`config.mk`:
```
export PLATFORM = sky130hd
export DESIGN_NAME = irc_message_tokenizer_core
export DESIGN_NICKNAME = d
export VERILOG_FILES = /design/src/rtl/irc_tok_pkg.sv /design/src/rtl/irc_tok_in_stage.sv /design/src/rtl/irc_tok_fsm.sv /design/src/rtl/irc_message_tokenizer_core.sv
export SDC_FILE = /design/constraint.sdc
export NUM_CORES = 1
export LEC_CHECK = 0
export BUFFER_PORTS_ARGS = -buffer_cell sky130_fd_sc_hd__buf_2
export CAP_MARGIN = 20
export CORE_ASPECT_RATIO = 1.75
export CORE_MARGIN = 2
export CORE_UTILIZATION = 35
export CTS_CLUSTER_SIZE = 24
export DETAILED_ROUTE_END_ITERATION = 10
export PLACE_DENSITY = 0.58
export SLEW_MARGIN = 20
export SYNTH_ARGS = -nofsm -noshare
export SYNTH_HDL_FRONTEND = slang
export SYNTH_SLANG_ARGS = --single-unit
```
`constraint.sdc`:
```
create_clock -name clk -period 2.38 [get_ports clk]
set_input_delay 0.238 -clock clk [delete_from_list [all_inputs] [get_ports clk]]
set_output_delay 0.238 -clock clk [all_outputs]
set_load 0.1 [all_outputs]
```
`src/rtl/irc_tok_pkg.sv`:
```
// Types, constants and helper functions for the IRC message tokenizer.
package irc_tok_pkg;

  // Highest parameter count supported by the protocol handling.
  localparam int MAX_PARAMS = 16;
  localparam int LIMIT_INT  = (MAX_PARAMS - 1 > 15) ? 15 : MAX_PARAMS - 1;
  localparam logic [3:0] INDEX_LIMIT = LIMIT_INT[3:0];

  // Special characters.
  localparam logic [7:0] CH_COLON = 8'h3A;
  localparam logic [7:0] CH_SPACE = 8'h20;

  // Byte classes reported on the result.
  localparam logic [2:0] KIND_SEP    = 3'd0;
  localparam logic [2:0] KIND_PREFIX = 3'd1;
  localparam logic [2:0] KIND_CMD    = 3'd2;
  localparam logic [2:0] KIND_MID    = 3'd3;
  localparam logic [2:0] KIND_TRAIL  = 3'd4;

  // Parser phases.
  typedef enum logic [2:0] {
    PH_LEAD  = 3'd0,
    PH_PFX   = 3'd1,
    PH_CSKIP = 3'd2,
    PH_CMD   = 3'd3,
    PH_PSKIP = 3'd4,
    PH_MID   = 3'd5,
    PH_TRAIL = 3'd6
  } phase_t;

  // One classified byte.
  typedef struct packed {
    logic [7:0] out_byte;
    logic [2:0] kind;
    logic [3:0] param_index;
    logic       token_first;
    logic       msg_end;
    logic       msg_error;
  } result_t;

  // Map a-z to A-Z, leave every other byte alone.
  function automatic logic [7:0] upper_byte(input logic [7:0] b);
    logic [7:0] r;
    r = b;
    if (b >= 8'h61 && b <= 8'h7A) begin
      r = b - 8'h20;
    end
    return r;
  endfunction

endpackage

```
`src/rtl/irc_tok_in_stage.sv`:
```
// Input register stage of the tokenizer: captures one beat from the slave side.
module irc_tok_in_stage (
  input  logic       clk,
  input  logic       rst,
  input  logic       s_axis_tvalid,
  output logic       s_axis_tready,
  input  logic [7:0] s_axis_tdata,   // [7:0] in_byte
  input  logic       s_axis_tlast,   // in_last
  input  logic       down_ready,
  output logic       valid,
  output logic [7:0] in_byte,
  output logic       in_last
);

  // The stage can load whenever it is empty or its beat moves on this cycle.
  assign s_axis_tready = !valid || down_ready;

  // Occupancy flag.
  always_ff @(posedge clk) begin
    if (rst) begin
      valid <= 1'b0;
    end else if (s_axis_tready) begin
      valid <= s_axis_tvalid;
    end
  end

  // Payload capture.
  always_ff @(posedge clk) begin
    if (s_axis_tvalid && s_axis_tready) begin
      in_byte <= s_axis_tdata;
      in_last <= s_axis_tlast;
    end
  end

endmodule

```
`src/rtl/irc_tok_fsm.sv`:
```
// Parser state and byte classification of the tokenizer.
module irc_tok_fsm (
  input  logic                clk,
  input  logic                rst,
  input  logic                step,
  input  logic [7:0]          in_byte,
  input  logic                in_last,
  output irc_tok_pkg::result_t res
);

  irc_tok_pkg::phase_t phase, phase_next;
  logic [3:0]          param_count, param_count_next;

  // State registers advance once per byte taken.
  always_ff @(posedge clk) begin
    if (rst) begin
      phase       <= irc_tok_pkg::PH_LEAD;
      param_count <= 4'd0;
    end else if (step) begin
      phase       <= phase_next;
      param_count <= param_count_next;
    end
  end

  // Classification of the current byte and next state.
  always_comb begin
    logic                sp;
    irc_tok_pkg::phase_t ph;
    sp               = (in_byte == irc_tok_pkg::CH_SPACE);
    ph               = phase;
    param_count_next = param_count;
    res.out_byte     = in_byte;
    res.kind         = irc_tok_pkg::KIND_SEP;
    res.param_index  = 4'd0;
    res.token_first  = 1'b0;
    res.msg_end      = in_last;
    res.msg_error    = 1'b0;

    unique case (phase)
      irc_tok_pkg::PH_PFX: begin
        if (sp) begin
          ph = irc_tok_pkg::PH_CSKIP;
        end else begin
          res.kind = irc_tok_pkg::KIND_PREFIX;
        end
      end
      irc_tok_pkg::PH_CMD: begin
        if (sp) begin
          ph = irc_tok_pkg::PH_PSKIP;
        end else begin
          res.kind     = irc_tok_pkg::KIND_CMD;
          res.out_byte = irc_tok_pkg::upper_byte(in_byte);
        end
      end
      irc_tok_pkg::PH_PSKIP: begin
        if (sp) begin
          res.kind = irc_tok_pkg::KIND_SEP;
        end else if (in_byte == irc_tok_pkg::CH_COLON) begin
          res.token_first = 1'b1;
          ph              = irc_tok_pkg::PH_TRAIL;
        end else begin
          res.kind        = irc_tok_pkg::KIND_MID;
          res.token_first = 1'b1;
          res.param_index = param_count;
          ph              = irc_tok_pkg::PH_MID;
        end
      end
      irc_tok_pkg::PH_MID: begin
        if (sp) begin
          if (param_count < irc_tok_pkg::INDEX_LIMIT) begin
            param_count_next = param_count + 4'd1;
          end
          ph = irc_tok_pkg::PH_PSKIP;
        end else begin
          res.kind        = irc_tok_pkg::KIND_MID;
          res.param_index = param_count;
        end
      end
      irc_tok_pkg::PH_TRAIL: begin
        res.kind = irc_tok_pkg::KIND_TRAIL;
      end
      default: begin
        // Leading skip, skip before the command, and the unused code.
        if (sp) begin
          res.kind = irc_tok_pkg::KIND_SEP;
        end else if (phase != irc_tok_pkg::PH_CSKIP &&
                     in_byte == irc_tok_pkg::CH_COLON) begin
          res.token_first = 1'b1;
          ph              = irc_tok_pkg::PH_PFX;
        end else begin
          res.kind        = irc_tok_pkg::KIND_CMD;
          res.token_first = 1'b1;
          res.out_byte    = irc_tok_pkg::upper_byte(in_byte);
          ph              = irc_tok_pkg::PH_CMD;
        end
      end
    endcase

    // At the end of a message, check that a command was seen and rewind.
    if (in_last) begin
      res.msg_error    = (ph == irc_tok_pkg::PH_LEAD) || (ph == irc_tok_pkg::PH_PFX) ||
                         (ph == irc_tok_pkg::PH_CSKIP);
      phase_next       = irc_tok_pkg::PH_LEAD;
      param_count_next = 4'd0;
    end else begin
      phase_next = ph;
    end
  end

endmodule

```
`src/rtl/irc_message_tokenizer_core.sv`:
```
// An accepted byte is held in the input register, classified by the parser and then
// offered from the result register. Throughput: one byte per cycle while the master side
// accepts; the input and result registers each hold one beat, parser state moves per byte.
// Reset: synchronous, active high; both stages empty, parser back to leading-space skip
// with the parameter count at zero.
// Top level of the IRC message tokenizer.
module irc_message_tokenizer_core (
  input  logic        clk,
  input  logic        rst,
  input  logic        s_axis_tvalid,
  output logic        s_axis_tready,
  input  logic [7:0]  s_axis_tdata,   // [7:0] in_byte
  input  logic        s_axis_tlast,   // in_last
  output logic        m_axis_tvalid,
  input  logic        m_axis_tready,
  output logic [15:0] m_axis_tdata,   // [7:0] out_byte, [11:8] param_index, rest zero
  output logic        m_axis_tlast,   // msg_end
  output logic [4:0]  m_axis_tuser    // [2:0] kind, [3] token_first, [4] msg_error
);

  logic                 down_ready;
  logic                 in_valid;
  logic [7:0]           in_byte;
  logic                 in_last;
  logic                 step;
  irc_tok_pkg::result_t res;
  irc_tok_pkg::result_t out_res;

  // The result register frees up when empty or when its beat is taken.
  assign down_ready = !m_axis_tvalid || m_axis_tready;
  assign step       = in_valid && down_ready;

  irc_tok_in_stage u_in (
    .clk           (clk),
    .rst           (rst),
    .s_axis_tvalid (s_axis_tvalid),
    .s_axis_tready (s_axis_tready),
    .s_axis_tdata  (s_axis_tdata),
    .s_axis_tlast  (s_axis_tlast),
    .down_ready    (down_ready),
    .valid         (in_valid),
    .in_byte       (in_byte),
    .in_last       (in_last)
  );

  irc_tok_fsm u_fsm (
    .clk     (clk),
    .rst     (rst),
    .step    (step),
    .in_byte (in_byte),
    .in_last (in_last),
    .res     (res)
  );

  // Result register occupancy.
  always_ff @(posedge clk) begin
    if (rst) begin
      m_axis_tvalid <= 1'b0;
    end else if (down_ready) begin
      m_axis_tvalid <= in_valid;
    end
  end

  // Result register payload.
  always_ff @(posedge clk) begin
    if (step) begin
      out_res <= res;
    end
  end

  // Pack the result beat.
  assign m_axis_tdata = {4'd0, out_res.param_index, out_res.out_byte};
  assign m_axis_tlast = out_res.msg_end;
  assign m_axis_tuser = {out_res.msg_error, out_res.token_first, out_res.kind};

endmodule

```
Word-level counts from Yosys, hierarchy flattened

Index checks and enable logic that the tools add are counted.

Bits in registers: 36
Input bits: 13
Logic and storage cells: 72
Output and inout port bits: 24

Equality and inequality tests: 10
Reductions and logical operators: 18
$lt $le $gt $ge: 3
Multiplexer cells: 27
Add/subtract/negate cells: 2

Operators with widths:

| kind                | number |
|---|---|
| $mux 11             | 2 |
| $mux 3              | 7 |
| $eq 8x6->1 const B  | 2 |
| $mux 4              | 4 |
| $mux 8              | 2 |
| $pmux 8 s2          | 1 |
| $pmux 3 s5          | 1 |
| $mux 6              | 2 |
| $pmux 3 s4          | 1 |
| $eq 3x3->1 const B  | 3 |
| $ge 8x7->1 const B  | 1 |
| $le 8x7->1 const B  | 1 |
| $pmux 4 s2          | 1 |
| $reduce_or 4->1     | 2 |
| $sub 8x6->8 const B | 1 |
| $eq 3x1->1 const B  | 2 |
| $eq 3x2->1 const B  | 2 |
| $reduce_bool 2->1   | 3 |
| $mux 5              | 1 |
| $add 4x1->4 const B | 1 |
| $logic_and 1x1->1   | 4 |
| $logic_or 1x1->1    | 4 |
| $lt 4x4->1 const B  | 1 |
| $mux 2              | 2 |
| other kinds (7)     | 9 |

Logic depth before layout (Yosys ltp)

Gate-level depths: netlist of run 1.

Word-level depth: 8
Depth in mapped cells: 7
Depth with buffers taken out: 6

By module

A second synthesis of run 1 with hierarchy kept.

Cell total of the unflattened synthesis: 146
Area, all modules: 1751.7 um2

Modules (own cells, without submodules):

| module                     | instances | area each (um2) | cells an instance |
|---|---|---|---|
| irc_tok_fsm                | 1         | 797.0           | 104 |
| irc_message_tokenizer_core | 1         | 629.4           | 28 |
| irc_tok_in_stage           | 1         | 325.3           | 14 |

Least setup slack after synthesis of run 1

OpenSTA, ideal clock, no wires.

Path kind: register to register
Start point: reg m_axis_tvalid
End point: reg u_in.in_byte[0], enable pin
Clock period less this slack: 2.648 ns
Buffers on the path: 0
Required time: 2.095 ns
Arrival: 2.363 ns
Path slack: -0.268 ns
Stages on the path, launching flop included: 4
Setup time: 0.285 ns
Cells stage by stage: dfxtp_1 -> nor2b_1 -> nand2_1 -> and2_1

Longest elaborated chain between the ends: 4

RTL lines:

| what                    | RTL line                         | source |
|---|---|---|
| start, declared         | irc_message_tokenizer_core.sv:14 | `output logic m_axis_tvalid,` |
| start signal, assigned  | irc_message_tokenizer_core.sv:60 | `m_axis_tvalid <= in_valid;` |
| $logic_not 1->1         | irc_message_tokenizer_core.sv:30 | `assign down_ready = !m_axis_tvalid \|\| m_axis_tready;` |
| $logic_or 1x1->1        | irc_message_tokenizer_core.sv:30 |  |
| $logic_or 1x1->1        | irc_tok_in_stage.sv:16           | `assign s_axis_tready = !valid \|\| down_ready;` |
| named net s_axis_tready | irc_message_tokenizer_core.sv:11 | `output logic s_axis_tready,` |
| $logic_and 1x1->1       | irc_tok_in_stage.sv:29           | `if (s_axis_tvalid && s_axis_tready) begin` |
| end signal, assigned    | irc_tok_in_stage.sv:30           | `in_byte <= s_axis_tdata;` |
| end, declared           | irc_tok_in_stage.sv:11           | `output logic [7:0] in_byte,` |

The timed path passes the listed nets, and every way through them passes these cells.
A chain may end at the register's enable or synchronous reset.

Final worst setup path of run 1

Start point: reg u_in.in_byte[6]
End point: reg u_fsm.param_count[3]

Longest elaborated chain between the ends: 3

RTL lines:

| what                        | RTL line          | source |
|---|---|---|
| $eq 8x6->1                  | irc_tok_fsm.sv:29 | `sp = (in_byte == irc_tok_pkg::CH_SPACE);` |
| $reduce_bool 2->1 (no line) | --                |  |
| $reduce_and 4->1 (no line)  | --                |  |
| end signal, assigned        | irc_tok_fsm.sv:21 | `param_count <= param_count_next;` |
| end, declared               | irc_tok_fsm.sv:12 | `logic [3:0] param_count, param_count_next;` |

Every way passes these cells.

==> parameters.txt, run 1 <==
Parameter                              Value

GRT
  Aggregate global routing overflow    0
  Wire length of the first global-routing pass    around 6.3 mm
  Initial antenna violation count    0
  Maximum number of pins on one net before global-route repair    16
  GR Util All Layers    0.142
  Via count of the first global-routing pass    ~1.4k

Logic synthesis
  Most common flop cell mapped by yosys    sky130_fd_sc_hd__edfxtp_1
  Avg Cell Area, Syn    11.2 um2
  Netlist cell types    between 40 and 50
  Part of the Yosys area used for sequential elements    0.567
  Post-Synthesis Cells    156
  Basic-gate share of the synthesized area counting and, or, nand and nor cells    0.189
  Main combinational cell family by area after synthesis    simple AND/OR/NAND/NOR gates
  Number of enable flip-flop cells after synthesis    27
  Compound-gate portion of the synthesized area    0.162
  Fraction of registers with async set or reset after synthesis    0
  Yosys warning count    0
  Adder-cell share of the synthesized area    0.0215
  Xor/xnor share of the synthesized area    0
  Mapped cell area    between 1500 and 2000 um2
  Flops & latches, synth    36
  Portion of netlist area occupied by mux cells    0

Status
  Outcome    complete, no violations

Layout
  Layout net count    between 200 and 250
  Commonest cells after routing, fill and taps aside    sky130_fd_sc_hd__buf_2 (32), sky130_fd_sc_hd__edfxtp_1 (27), sky130_fd_sc_hd__nand2_1 (13)
  Core Util, Final    0.412
  Fraction of final layout cells with drive strength greater than 1    0.259
  Area Growth Syn to Fin    15.2%
  Antenna diodes    0
  Most common library cell in the layout ignoring fill and taps    sky130_fd_sc_hd__buf_2

Routing
  Detailed-route wire length    about 3.6 mm
  DRT iter0 DRCs    24
  Post-route ant nets    0
  Avg Vias per Cell    approximately 5.5
  Average wire length per cell after detail routing    14.9 um
  Number of remaining DRC errors    0
  DR vias    1328
  Number of iterations in the first detailed-routing pass    4

Die
  Die Area    5600 um2
  Site row count    34
  Io pins    37
  Die Width    57.4 um
  Vertical die dimension    about 98 um
  Placeable Area    around 5000 um2
  Starting Density    0.358

Pwr
  Peak supply drop    between 0.3 and 0.4 mV
  Static leakage power    ~0.75 nW
  Pwr Density    678 nW/um2
  Total power of the final layout    1.37 mW

Timing
  Clock skew    about 0.0026 ns
  Setup repair after global routing missed its margin    no
  Smallest setup slack after layout    0.204 ns
  Final setup violation count    0
  Final period util    0.914
  Post-layout min period    between 2 and 2.5 ns
  Maximum achievable frequency    460 MHz
  Final hold viol count    0
  Number of max-slew violations in the final report    0
  Worst hold margin    0.130 ns
  Total negative setup slack    0 ns

Clock network
  CTS H-tree lvls    2
  Clock root buffer    sky130_fd_sc_hd__clkbuf_8
  Number of gates resized after cts    0
  Total clock buffers created by CTS    5
  Clk Latency, worst-skew pair    0.28 ns
  CTS hold repair buffers    0
  Post-CTS setup-driven buffer insertion count    0
  Clock-pin slew of the registers on the worst-case setup and hold paths    0.07 ns
  Longest Clk Path Bufs    2
  TritonCTS clock tree    done
  Clock Sinks    36

Place
  Number of port buffers    32
  Place WS    approximately 0.26 ns
  Routability-driven placement congestion ratio    around 0.9
  Sum of net half-perimeters after detailed placement    around 2.8 mm

Worst hold path
  Min-delay worst type    primary input to flip-flop

Setup path
  Crit path kind    flip-flop to flip-flop
  FF-to-FF setup slack    0.20 ns
  Critical Path Fanout Max    8
  Required time reported for the critical path endpoint    2.59 ns
  Setup crit end kind    flip-flop
  Type of element launching the critical path    flip-flop
  Data arrival time of the critical path    2.39 ns

Job
  Max-capacitance violation count    0
-- worst paths after layout --
| kind | to | startpoint | cells past startpoint |
|---|---|---|---|
| max | u_fsm.param_count[3]$_SDFFE_PP0P_ | u_in.in_byte[6]$_DFFE_PP_ | 6 |
| min | u_in.in_byte[1]$_DFFE_PP_ | s_axis_tdata[1] | 1 |
| max reg2reg | u_fsm.param_count[3]$_SDFFE_PP0P_ | u_in.in_byte[6]$_DFFE_PP_ | 6 |
| min reg2reg | u_fsm.param_count[3]$_SDFFE_PP0P_ | u_fsm.param_count[3]$_SDFFE_PP0P_ | 2 |
-- flip-flops by register name (all words and copies together), names as in the netlist --
register / cells
u_fsm.phase: 3
u_fsm.param_count: 4
u_in.in_last: 1
m_axis_tlast: 1
u_in.valid: 1
m_axis_tuser: 5
u_in.in_byte: 8
m_axis_tvalid: 1
m_axis_tdata: 12
-- metrics by stage --
step	cell area (um2)	std cells
6_report	2020	243
3_5_place_dp	1930	235
4_1_cts	2020	243
2_1_floorplan	1760	159
5_1_grt	2020	243
3_3_place_gp	1930	235
-- metal layers --
layer,GRT usage,part of all wire,vias up
li1,-,-,648
met1,0.142,0.36,635
met2,0.266,0.58,38
met3,0.0293,0.045,7
met4,0.0662,0.016,0
met5,0,0,-
-- logic make-up (layout without fill, tap and decap cells) --
logic type	count (synthesis)	count (layout)
simple gates	53	53
compound gates	42	42
flops	36	36
buf+inv	21	51
fa+ha+maj	3	3
other cells	1	4
-- cell usage after synthesis, drive strengths merged, types with 4 or more instances --
cell     n  area [um2]
a21oi   12        60.1
a31oi    4        25.0
and4     5        45.0
buf      4        30.0
clkbuf   8        40.0
dfxtp    9         180
edfxtp  27         811
inv      9        33.8
nand2   13        48.8
nand3    6        30.0
nor2     9        33.8
o21ai    7        35.0
-- critical path, cell delays in order, from the launching register on --
cell and delay [ns]:
sky130_fd_sc_hd__edfxtp_1 0.43, sky130_fd_sc_hd__inv_1 0.14, sky130_fd_sc_hd__ha_1 0.16, sky130_fd_sc_hd__nor4b_4 0.42, sky130_fd_sc_hd__nand4_2 0.22, sky130_fd_sc_hd__or4_1 0.56
sky130_fd_sc_hd__a31oi_1 0.17
-- where the power goes --
| group | leakage (nW) | switching, mW | internal [mW] |
|---|---|---|---|
| logic | 0.377 | 0.187 | 0.0427 |
| registers | 0.330 | 0.0247 | 0.707 |
| clock network | 0.0422 | 0.199 | 0.205 |
| total | 0.749 | 0.411 | 0.954 |
-- final cells by class --
cell class              instances  area (um2)
repair buffers                 34         175
well taps                      54        67.6
clock inverters                 1        5.00
fillers                       483        2880
flip-flops and latches         36         992
clock buffers                   7        76.3
multi-input cells             102         666
inverters                       9        33.8
No activity file was read; power rests on OpenSTA's default activity.
==> inputs of run 2 (changes only) <==
--- a/config.mk
+++ b/config.mk
@@ -10,6 +10,7 @@
 export CORE_ASPECT_RATIO = 1.75
 export CORE_MARGIN = 2
 export CORE_UTILIZATION = 35
+export CTS_BUF_LIST = sky130_fd_sc_hd__clkbuf_16
 export CTS_CLUSTER_SIZE = 24
 export DETAILED_ROUTE_END_ITERATION = 10
 export PLACE_DENSITY = 0.58
==> run 2 against run 1 <==
Flip-flop and latch count did not move. Critical path depth did not move. Register-to-register slack barely moved. Sequential power barely moved. Cell count did not move. Critical endpoint unchanged. Highest routed layer unchanged.
==> parameters.txt, run 2 (synthesized netlist as in run 1, its figures left out) <==
Parameter                              Value

Timing
  Setup repair after global routing missed its margin    no
  Maximum achievable frequency    461 MHz (+0.36%)
  Total negative setup slack    0 ns (unchanged)
  Final period util    0.911 (-0.00324)
  Number of max-slew violations in the final report    0 (unchanged)
  Worst hold margin    0.137 ns (+0.00755 ns)
  Final hold viol count    0 (unchanged)
  Clock skew    0.00336 ns (+0.000768 ns)
  Post-layout min period    2.17 ns (-0.00772 ns)
  Final setup violation count    0 (unchanged)

Setup path
  Critical Path Fanout Max    8 (unchanged)
  Type of element launching the critical path    flip-flop
  Crit path largest cell delay    0.56 ns (about the same)
  Dominant delay contributor by cell family on the critical path    simple AND/OR/NAND/NOR gates
  Setup crit end kind    flip-flop
  Count of buffer and inverter cells on the critical path    1 (unchanged)
  Required time reported for the critical path endpoint    2.58 ns (about the same)
  Worst path cell trace    inv_1 -> ha_1 -> nor4b_4 -> nand4_2 -> or4_1 -> a31oi_1
  Data arrival time of the critical path    2.37 ns (-0.02 ns)
  Slowest stage cell on the critical path    sky130_fd_sc_hd__or4_1
  Crit path kind    flip-flop to flip-flop

Job
  Max-capacitance violation count    0 (unchanged)

GRT
  GR Util All Layers    0.142 (unchanged)
  Initial antenna violation count    0 (unchanged)
  Via count of the first global-routing pass    1384 (-0.57%)
  Aggregate global routing overflow    0 (unchanged)
  Maximum number of pins on one net before global-route repair    16 (unchanged)
  Wire length of the first global-routing pass    6.24 mm (-0.34%)

Routing
  Number of remaining DRC errors    0 (unchanged)
  DR vias    1321 (-0.53%)
  DRT iter0 DRCs    23 (-4.2%)
  Avg Vias per Cell    5.44 (-0.53%)
  Post-route ant nets    0 (unchanged)
  Average wire length per cell after detail routing    14.9 um (+0.17%)
  Number of iterations in the first detailed-routing pass    4 (unchanged)
  Detailed-route wire length    3.63 mm (+0.17%)

Clock network
  Clock Sinks    36 (unchanged)
  Post-CTS setup-driven buffer insertion count    0 (unchanged)
  CTS H-tree lvls    2 (unchanged)
  TritonCTS clock tree    done
  Total clock buffers created by CTS    5 (unchanged)
  Number of gates resized after cts    0 (unchanged)
  Clock root buffer    sky130_fd_sc_hd__clkbuf_16
  CTS hold repair buffers    0 (unchanged)
  Longest Clk Path Bufs    2 (unchanged)
  Clock-pin slew of the registers on the worst-case setup and hold paths    0.05 ns (-0.02 ns)
  Clk Latency, worst-skew pair    0.27 ns (about the same)

Pwr
  Peak supply drop    0.457 mV (+41%)
  Static leakage power    0.783 nW (+4.5%)
  Pwr Density    754 nW/um2 (+11%)

Place
  Sum of net half-perimeters after detailed placement    2.76 mm (unchanged)
  Placed cell areas    1930 um2 (unchanged)
  Number of port buffers    32 (unchanged)
  Routability-driven placement congestion ratio    0.911 (unchanged)

Die
  Die Area    5600 um2 (unchanged)
  Vertical die dimension    97.5 um (unchanged)
  Starting Density    0.358 (unchanged)
  Placeable Area    4890 um2 (unchanged)
  Site row count    34 (unchanged)
  Io pins    37 (unchanged)
  Die Width    57.4 um (unchanged)

Layout
  Area Growth Syn to Fin    18.5%
  Core Util, Final    0.424 (+0.0115)
  Flip-flop count of the largest register, all copies and words added    12 (unchanged)
  Cell area after layout    2070 um2 (+2.8%)
  Most common library cell in the layout ignoring fill and taps    sky130_fd_sc_hd__buf_2
  Layout net count    204 (unchanged)
  Antenna diodes    0 (unchanged)
  Commonest cells after routing, fill and taps aside    sky130_fd_sc_hd__buf_2 (32), sky130_fd_sc_hd__edfxtp_1 (27), sky130_fd_sc_hd__nand2_1 (13)
  Fraction of final layout cells with drive strength greater than 1    0.259 (unchanged)
  Filler Cell Count    473 (-2.1%)

Status
  Outcome    complete, no violations

Worst hold path
  Min-delay worst type    primary input to flip-flop
## run 2: changes by cell type in the layout (fill, tap and decap cells not counted)
cell / previous run / this run
sky130_fd_sc_hd__clkbuf_1: 2 / 0
sky130_fd_sc_hd__clkbuf_16: 0 / 5
sky130_fd_sc_hd__clkbuf_8: 5 / 0
sky130_fd_sc_hd__inv_1: 9 / 11
## run 2: worst paths after layout
path	from	to	slack [ns]	depth (start not counted)
max	u_in.in_byte[6]$_DFFE_PP_	u_fsm.param_count[3]$_SDFFE_PP0P_	0.21	6
min	s_axis_tdata[1]	u_in.in_byte[1]$_DFFE_PP_	0.14	1
max reg2reg	u_in.in_byte[6]$_DFFE_PP_	u_fsm.param_count[3]$_SDFFE_PP0P_	0.21	6
min reg2reg	u_fsm.param_count[3]$_SDFFE_PP0P_	u_fsm.param_count[3]$_SDFFE_PP0P_	0.52	2
## run 2: worst reg2reg max path: stages (launching register included)
cell and delay [ns]:
sky130_fd_sc_hd__edfxtp_1 0.43, sky130_fd_sc_hd__inv_1 0.14, sky130_fd_sc_hd__ha_1 0.16, sky130_fd_sc_hd__nor4b_4 0.42, sky130_fd_sc_hd__nand4_2 0.22, sky130_fd_sc_hd__or4_1 0.56
sky130_fd_sc_hd__a31oi_1 0.17
## run 2: cell type report
type,count,area [um2],area share
multi-input combinational,102,666,0.321
tap,54,67.6,0.0326
sequential,36,992,0.479
timing repair buffer,34,175,0.0845
clock buffer,5,125,0.0604
inverter,9,33.8,0.0163
clock inverter,3,12.5,0.00604
## run 2: through the flow
step                      power [mW]  std cells  setup slack [ns]
after detailed placement       0.975        235             0.259
final                           1.56        243             0.212
after CTS                       1.57        243             0.240
after global placement         0.969        235             0.402
after floorplan                0.937        159            0.0505
after global routing            1.61        243            0.0776
## run 2: power breakdown
group	internal, mW	total (mW)	switching (mW)
clock network	0.377	0.599	0.222
registers	0.708	0.733	0.0246
logic	0.0426	0.230	0.188
## run 2: routing by layer
metal / wire length, um / track usage
met3: 152 / 0.0293
met4: 63 / 0.0662
met2: 2070 / 0.266
met1: 1340 / 0.142
met5: 0 / 0
==> inputs of run 3 (changes only) <==
--- a/config.mk
+++ b/config.mk
@@ -5,7 +5,6 @@
 export SDC_FILE = /design/constraint.sdc
 export NUM_CORES = 1
 export LEC_CHECK = 0
-export BUFFER_PORTS_ARGS = -buffer_cell sky130_fd_sc_hd__buf_2
 export CAP_MARGIN = 20
 export CORE_ASPECT_RATIO = 1.75
 export CORE_MARGIN = 2
@@ -13,7 +12,8 @@
 export CTS_BUF_LIST = sky130_fd_sc_hd__clkbuf_16
 export CTS_CLUSTER_SIZE = 24
 export DETAILED_ROUTE_END_ITERATION = 10
-export PLACE_DENSITY = 0.58
+export DONT_BUFFER_PORTS = 1
+export PLACE_DENSITY = 0.52
 export SLEW_MARGIN = 20
 export SYNTH_ARGS = -nofsm -noshare
 export SYNTH_HDL_FRONTEND = slang
==> run 3 against run 2 <==
Flip-flop and latch count unchanged. Design area fell by 6.7%. Hold slack worse by 0.12 ns. Via count is 5.5% lower. Global-route usage down 0.16 points. Power shrank 1.4%. Clock power hardly changed. Maximum frequency is 4.5% higher. Non-clock buffer count shrank 29. Die area did not move. Utilization fell by 2.8 points. Critical path type unchanged. Largest power group unchanged.
==> parameters.txt, run 3 (synthesized netlist as in run 1, its figures left out) <==
Parameter                              Value

Setup path
  Startpoint of the worst-slack reg-to-reg timing path    u_in.in_byte[6]$_DFFE_PP_
  Required time reported for the critical path endpoint    2.59 ns (about the same)
  Crit path kind    flip-flop to flip-flop
  Type of element launching the critical path    flip-flop
  Launching instance or port of the critical path    u_in.in_byte[6]$_DFFE_PP_
  Data arrival time of the critical path    2.28 ns (-0.09 ns)
  Setup crit end kind    flip-flop
  Critical Path Fanout Max    8 (unchanged)

Routing
  Avg Vias per Cell    5.83 (+7.3%)
  Number of iterations in the first detailed-routing pass    4 (unchanged)
  Average wire length per cell after detail routing    16.5 um (+11%)
  Number of remaining DRC errors    0 (unchanged)
  DRT iter0 DRCs    22 (-4.3%)
  Detailed-route wire length    3.53 mm (-2.6%)
  Post-route ant nets    0 (unchanged)
  DR vias    1248 (-5.5%)

GRT
  Maximum number of pins on one net before global-route repair    15 (-1)
  Initial antenna violation count    0 (unchanged)
  Via count of the first global-routing pass    1245 (-10%)
  GR Util All Layers    0.140 (-0.00161)
  Wire length of the first global-routing pass    6.09 mm (-2.5%)
  Aggregate global routing overflow    0 (unchanged)

Clock network
  Number of gates resized after cts    0 (unchanged)
  Clock-pin slew of the registers on the worst-case setup and hold paths    0.05 ns (about the same)
  Clock root buffer    sky130_fd_sc_hd__clkbuf_16
  Total clock buffers created by CTS    5 (unchanged)
  CTS hold repair buffers    0 (unchanged)
  Clk Latency, worst-skew pair    0.28 ns (about the same)
  Post-CTS setup-driven buffer insertion count    0 (unchanged)
  CTS H-tree lvls    2 (unchanged)
  Longest Clk Path Bufs    2 (unchanged)
  TritonCTS clock tree    done
  Clock Sinks    36 (unchanged)

Place
  Place WS    0.311 ns (+0.0517 ns)
  Sum of net half-perimeters after detailed placement    2.68 mm (-2.9%)
  Number of port buffers    0 (-100%)
  Placed cell areas    1800 um2 (-7.1%)
  Routability-driven placement congestion ratio    0.822 (-9.9%)

Timing
  Setup repair after global routing missed its margin    no
  Total negative setup slack    0 ns (unchanged)
  Post-layout min period    2.07 ns (-0.0934 ns)
  Worst slew slack as a fraction of its limit    0.391
  Number of max-slew violations in the final report    0 (unchanged)
  Actual transition at the worst max-transition pin    between 0.9 and 1 ns
  Final setup violation count    0 (unchanged)
  Maximum achievable frequency    482 MHz (+4.5%)
  Final period util    0.872 (-0.0393)
  Smallest setup slack after layout    0.306 ns (+0.0934 ns)
  Final hold viol count    0 (unchanged)
  Clock skew    0.00287 ns (-0.000496 ns)

Layout
  Cell area after layout    1930 um2 (-6.7%)
  Most common library cell in the layout ignoring fill and taps    sky130_fd_sc_hd__edfxtp_1
  Layout net count    175 (-14%)
  Antenna diodes    0 (unchanged)
  Core Util, Final    0.395 (-0.0284)
  Flip-flop count of the largest register, all copies and words added    12 (unchanged)
  Commonest cells after routing, fill and taps aside    sky130_fd_sc_hd__edfxtp_1 (27), sky130_fd_sc_hd__nand2_1 (13), sky130_fd_sc_hd__a21oi_1 (12)
  Fraction of final layout cells with drive strength greater than 1    0.119 (-0.141)
  Area Growth Syn to Fin    10.5%
  Filler Cell Count    461 (-2.5%)

Die
  Die Width    57.4 um (unchanged)
  Site row count    34 (unchanged)
  Placeable Area    4890 um2 (unchanged)
  Io pins    37 (unchanged)
  Starting Density    0.358 (unchanged)
  Die Area    5600 um2 (unchanged)
  Vertical die dimension    97.5 um (unchanged)

Pwr
  Total power of the final layout    1.54 mW (-1.4%)
  Peak supply drop    0.443 mV (-3.1%)
  Pwr Density    797 nW/um2 (+5.7%)
  Static leakage power    0.670 nW (-14%)

Job
  Max-capacitance violation count    0 (unchanged)

Status
  Outcome    complete, no violations

Worst hold path
  Min-delay src    rst
  Min-delay worst type    primary input to flip-flop
## run 3: cell types whose count changed in the layout (fill, tap and decap cells not counted)
cell,previous run,this run
sky130_fd_sc_hd__buf_2,32,0
sky130_fd_sc_hd__buf_4,2,5
sky130_fd_sc_hd__clkinv_1,0,1
sky130_fd_sc_hd__clkinv_2,1,0
## run 3: cell type report
type	count	area, um2	area share
timing repair buffer	5	37.5	0.0194
tap	54	67.6	0.0350
sequential	36	992	0.513
clock buffer	5	125	0.0647
multi-input combinational	102	666	0.344
inverter	9	33.8	0.0175
clock inverter	3	11.3	0.00583
## run 3: per-stage QoR
step                      hold slack, ns  instances
after floorplan                    0.337        159
after global placement             0.305        206
after detailed placement           0.307        206
after CTS                         0.0216        214
after global routing              0.0230        214
final                             0.0215        214
## run 3: worst max-delay path, cell delays in order (launching register included)
cell and delay [ns]:
sky130_fd_sc_hd__edfxtp_1 0.43, sky130_fd_sc_hd__inv_1 0.14, sky130_fd_sc_hd__ha_1 0.15, sky130_fd_sc_hd__nor4b_4 0.39
sky130_fd_sc_hd__nand4_2 0.21, sky130_fd_sc_hd__or4_1 0.53, sky130_fd_sc_hd__a31oi_1 0.16
## run 3: final timing paths
path	end	slack [ns]	depth (start not counted)
worst max-delay path	u_fsm.param_count[3]$_SDFFE_PP0P_	0.31	6
worst min-delay path	m_axis_tvalid$_SDFFE_PP0P_	0.02	1
worst max register to register	u_fsm.param_count[3]$_SDFFE_PP0P_	0.31	6
worst min register to register	u_fsm.param_count[3]$_SDFFE_PP0P_	0.50	2
## run 3: report_power, final
| part | internal, mW | leakage (nW) | switching [mW] | total [mW] |
|---|---|---|---|---|
| sequential | 0.709 | 0.330 | 0.125 | 0.834 |
| clock | 0.376 | 0.0738 | 0.224 | 0.600 |
| combinational | 0.0277 | 0.266 | 0.0785 | 0.106 |
## run 3: routing by layer
metal / vias up / GRT usage / wire (um)
met5: - / 0 / 0
met4: 0 / 0.0698 / 98
met3: 9 / 0.0360 / 136
met2: 31 / 0.237 / 1920
met1: 622 / 0.159 / 1380
li1: 586 / - / -
